`config.mk`:
```
export PLATFORM = sky130hd
export DESIGN_NAME = c2op_mac
export DESIGN_NICKNAME = d
export VERILOG_FILES = /design/src/sv/c2op_pkg.sv /design/src/sv/c2op_mac.sv
export SDC_FILE = /design/constraint.sdc
export NUM_CORES = 1
export LEC_CHECK = 0
export ABC_AREA = 0
export BUFFER_PORTS_ARGS = -buffer_cell sky130_fd_sc_hd__buf_2
export CORE_MARGIN = 4
export CORE_UTILIZATION = 45
export DETAILED_ROUTE_END_ITERATION = 16
export MAX_ROUTING_LAYER = met4
export PLACE_DENSITY = 0.6
export SLEW_MARGIN = 20
export SYNTH_ARGS = -nofsm -noshare
export SYNTH_HDL_FRONTEND = slang
export SYNTH_SLANG_ARGS = --single-unit
export TNS_END_PERCENT = 20
```
`constraint.sdc`:
```
create_clock -name clock -period 10.8 [get_ports clock]
set_input_delay 2.16 -clock clock [delete_from_list [all_inputs] [get_ports clock]]
set_output_delay 2.16 -clock clock [all_outputs]
set_load 0.005 [all_outputs]
```
`src/sv/c2op_pkg.sv`:
```
// Package for the 2D convolution output-point block.
// Holds opcode and register index codes, the request layout, the state type and the MAC control
// struct. It has no dependencies.
package c2op_pkg;

   // Field widths fixed by the request and response formats.
   localparam int VALUE_W    = 16;
   localparam int PROD_W     = 32;
   localparam int SUM_W      = 40;
   localparam int REQ_DATA_W = 40;
   localparam int REQ_USER_W = 2;
   localparam int RSP_DATA_W = 40;
   localparam int CSR_IDX_W  = 3;
   localparam int CSR_DATA_W = 6;
   localparam int REQ_FIELDS_W = 34;

   // Request kinds carried on req_tuser.
   typedef enum logic [1:0] {
      OP_WEIGHT  = 2'd0,
      OP_BIAS    = 2'd1,
      OP_PIXEL   = 2'd2,
      OP_COMPUTE = 2'd3
   } opcode_type;

   // Configuration register indexes.
   typedef enum logic [2:0] {
      CSR_IN_CHANNELS  = 3'd0,
      CSR_OUT_CHANNELS = 3'd1,
      CSR_KERNEL_SIDE  = 3'd2,
      CSR_STEP_SIZE    = 3'd3,
      CSR_ZERO_BORDER  = 3'd4,
      CSR_IMAGE_HEIGHT = 3'd5,
      CSR_IMAGE_WIDTH  = 3'd6,
      CSR_BIAS_ENABLE  = 3'd7
   } csr_index_type;

   // Request payload, out_channel in the lowest bits.
   typedef struct packed {
      logic signed [VALUE_W-1:0] value;
      logic [4:0]                column;
      logic [4:0]                row;
      logic [3:0]                in_channel;
      logic [3:0]                out_channel;
   } req_fields_type;

   // Sequencer states.
   typedef enum logic [3:0] {
      ST_IDLE  = 4'b0001,
      ST_RUN   = 4'b0010,
      ST_DRAIN = 4'b0100,
      ST_WAIT  = 4'b1000
   } state_type;

   // Control from the sequencer to the multiply-accumulate unit.
   typedef struct packed {
      logic clear;    // load the accumulator with the start value
      logic tap_vld;  // the registered pixel and weight belong to a tap inside the image
      logic acc_en;   // add the registered product
   } mac_ctrl_type;

endpackage

```
`src/sv/c2op_mac.sv`:
```
// Multiply-accumulate unit of the convolution block.
// One registered 16x16 product per cycle feeding a 40-bit accumulator.
// Depends on c2op_pkg.
module c2op_mac import c2op_pkg::*; (
   input  logic                     clock,
   input  logic                     reset,
   input  mac_ctrl_type             ctrl,
   input  logic signed [VALUE_W-1:0] pixel,
   input  logic signed [VALUE_W-1:0] weight,
   input  logic signed [SUM_W-1:0]  init,
   output logic signed [SUM_W-1:0]  acc
);

   logic signed [PROD_W-1:0] prod_full;
   logic signed [PROD_W-1:0] prod_ff;
   logic signed [PROD_W-1:0] prod_in;
   logic signed [SUM_W-1:0]  acc_ff;
   logic signed [SUM_W-1:0]  acc_in;

   // Taps outside the image contribute zero.
   assign prod_full = pixel * weight;
   assign prod_in   = ctrl.tap_vld ? prod_full : '0;

   // Accumulate one product per cycle while acc_en is set; clear loads the start value instead.
   always_comb begin
      priority if (ctrl.clear) begin
         acc_in = init;
      end else if (ctrl.acc_en) begin
         acc_in = acc_ff + SUM_W'(prod_ff);
      end else begin
         acc_in = acc_ff;
      end
   end

   always_ff @(posedge clock) begin
      if (reset) begin
         prod_ff <= '0;
      end else begin
         prod_ff <= prod_in;
      end
      acc_ff <= acc_in;
   end

   assign acc = acc_ff;

endmodule

```
==> results.toml <==
[die]
die_y_um = 187.2
std_cell_rows = 65
die_w_um = 187.2
total_die_area_um2 = 35050
io-pin-count = 117
initial_core_utilization_pct = 45.69
core_region_area_um2 = 31640

[clock_tree]
ctsResizeCount = 0
cts-hold-fix-buffers = 0
clock_tree.root_cell = "clkbuf_16"
clkSinkCount = 72
postCtsSetupRepairBufs = 0
cts_buffers = 9
clock_latency_late_sink_ps = 340
clk_path_buf_depth = 2
clkSlewWorstSetupHoldPaths_ps = 50
cts_tree = "done"
htree_levels = 3

[timing]
worst_slew_margin_rel_pct = 31.41
final_hold_viol_count = 0
skew_ps = 10.15
rsz0062_at_grt = "no"
layout_min_cycle_time_ps = 7878
timing_max_transition_violations_final = 0
timing.hold.ws_ps = 703.5
final.setup.tns_ps = 0
maxClockFrequency_mhz = 126.9
worst_pin_slew_ps = 1029
layout_worst_path_cycle_share_pct = 72.94
final-setup-viol-count = 0

[placement]
place_inst = 2051
gpl.final_weighted_congestion = 0.8566
place_hpwl_mm = 28.57
port_buffer_count = 116

[synthesis]
postSynthAreaPerCell_um2 = 9.136
mappedNetlistArea_um2 = 14450
synth_fp_nets = 2043
synth_top_flop_cell = "edfxtp_1"
synth_top_cell_area_share_pct = 36.43
postSynth.asyncResetShare_pct = 0
distinct_cell_type_count_after_synthesis = 69
top_cell_types_by_occurrence_after_synthesis = "302 x inv_1, 263 x fa_1, 182 x nand2_1, 131 x and2_1, 121 x ha_1"
number_of_enable_flip_flop_cells_after_synthesis = 40
synth.area.top_cells = "fa_1 36%, ha_1 10%, edfxtp_1 8.3%, inv_1 7.8%, and2_1 5.7%"
synthDominantAreaCellType = "fa_1"
synthMostInstantiatedCell = "inv_1"
synth_sequential_area_ratio_pct = 12.74
count_of_state_elements_after_synthesis = 72
yosysWarningCount = 0
synth_cells = 1582

[grt]
maximum_number_of_pins_on_one_net_before_global_route_repair = 85
first_global_vias = 11119
grt_usage_pct = 20.45
grt_antenna_before_repair = 0
wire_length_of_the_first_global_routing_pass_mm = 57.63
global_route.overflow_total = 0

[layout]
finish.net_count = 2121
diodes = 0
post_layout_nonfiller_instances = 2067
layout-drive-gt1-share_pct = 9.489
synthToLayoutAreaGrowth_pct = 8.094

[hold_path]
holdPathStages = 2
hold_path.class = "flop to flop"

[routing]
wl_mm = 34.21
detailedRoute.firstIterationViolations = 589
drt-pass1-iter-count = 5
wl_per_instance_um = 16.55
vias = 10773
route.detailed.drc = 0
postRouteAntennaNets = 0
vias_per_cell = 5.212

[setup_path]
startpoint_type = "primary input"
cpMaxStageDelayCell = "fa_1"
timing.critical_path.cells = "buf_2 > nand2_1 > inv_1 > fa_1 > fa_1 > fa_1 > fa_1 > fa_1 > inv_1 > fa_1 > inv_1 > ha_1 > a21o_1 > a21o_1 > a21oi_1 > o211ai_1 > a31oi_1 > o311a_1 > o21ai_0 > a21bo_2"
critical_path.endpoint_type = "flop"
biggest_cell_delay_along_the_critical_path_ps = 810
critPathArrivalTime_ps = 8110
critPathRequiredTime_ps = 11030
cp_max_fo = 16
reg_to_reg_slack_setup_ps = 7720
timing.setup.critical_path_class = "primary input to flop"
r2r_cells = 9
critPathMostFrequentCell = "fa_1"

[run_status]
outcome = "finished clean"

[job]
timing.max_cap.violations = 0
==> registers in the layout, indices dropped and copies added, names as in the netlist <==
name,cells
acc,40
prod_ff,32
==> worst paths after layout <==
check,start,endpoint
max,weight[1],prod_ff[31]
min,prod_ff[0],acc[0]
max reg2reg,acc[11],acc[34]
min reg2reg,prod_ff[0],acc[0]
==> layout make-up <==
cell class              instances  area (um2)
inverters                     303        1137
clock inverters                 4       20.02
repair buffers                117       588.1
flip-flops and latches         72        1842
fillers                      3038       16010
multi-input cells            1157       11290
clock buffers                  12       246.5
well taps                     402       503.0
==> cells by family after synthesis <==
| family | Yosys count | synth area share, % |
|---|---|---|
| compound gates | 234 | 11.14 |
| fa+ha+maj | 384 | 46.90 |
| buf+inv | 353 | 9.167 |
| mux | 5 | 0.3722 |
| xor+xnor | 53 | 3.212 |
| simple gates | 481 | 16.46 |
| flops | 72 | 12.74 |
==> metal layers <==
layer,vias to the layer above,share of wire [%],track usage [%]
met1,5297,49,29.77
met5,-,0,-
li1,5158,-,-
met3,30,6.2,3.546
met2,288,43,30.54
met4,0,1.3,3.811
==> per-stage QoR <==
stage	utilization (%)	setup slack, ps	cell area (um2)
after global placement	48.54	2681	15360
after floorplan	-	3124	14450
after CTS	49.39	2949	15620
after detailed placement	48.54	2591	15360
final	49.39	2922	15620
after global routing	49.39	2585	15620
==> critical path, delay by kind of cell <==
family / cells / cell delay [ps]
AO/OA/AOI/OAI: 8 / 1600
adder cells (fa/ha/maj): 7 / 3670
buffers and inverters: 4 / 520
AND/OR/NAND/NOR: 1 / 150
==> layout by cell type (no fill, tap or decap), drive strengths merged, types with 4 or more instances in the layout <==
master,count
nor3b,10
buf,117
dfxtp,32
o211ai,9
inv,302
or4,6
ha,121
a31oi,7
clkinv,5
nand2,182
o31ai,8
nor3,11
xnor2,34
nor2b,5
a211oi,15
clkbuf,12
o21ai,58
nand3,13
nand2b,14
a21oi,53
fa,263
o2111ai,4
o21bai,8
xor2,19
o21a,9
and2,131
o211a,4
and3,9
edfxtp,40
a21o,30
nor2,78
or3,4
nand4,8
Power is not shown: default switching activity piles up to over one toggle a cycle in this logic, so the estimate is an artifact.
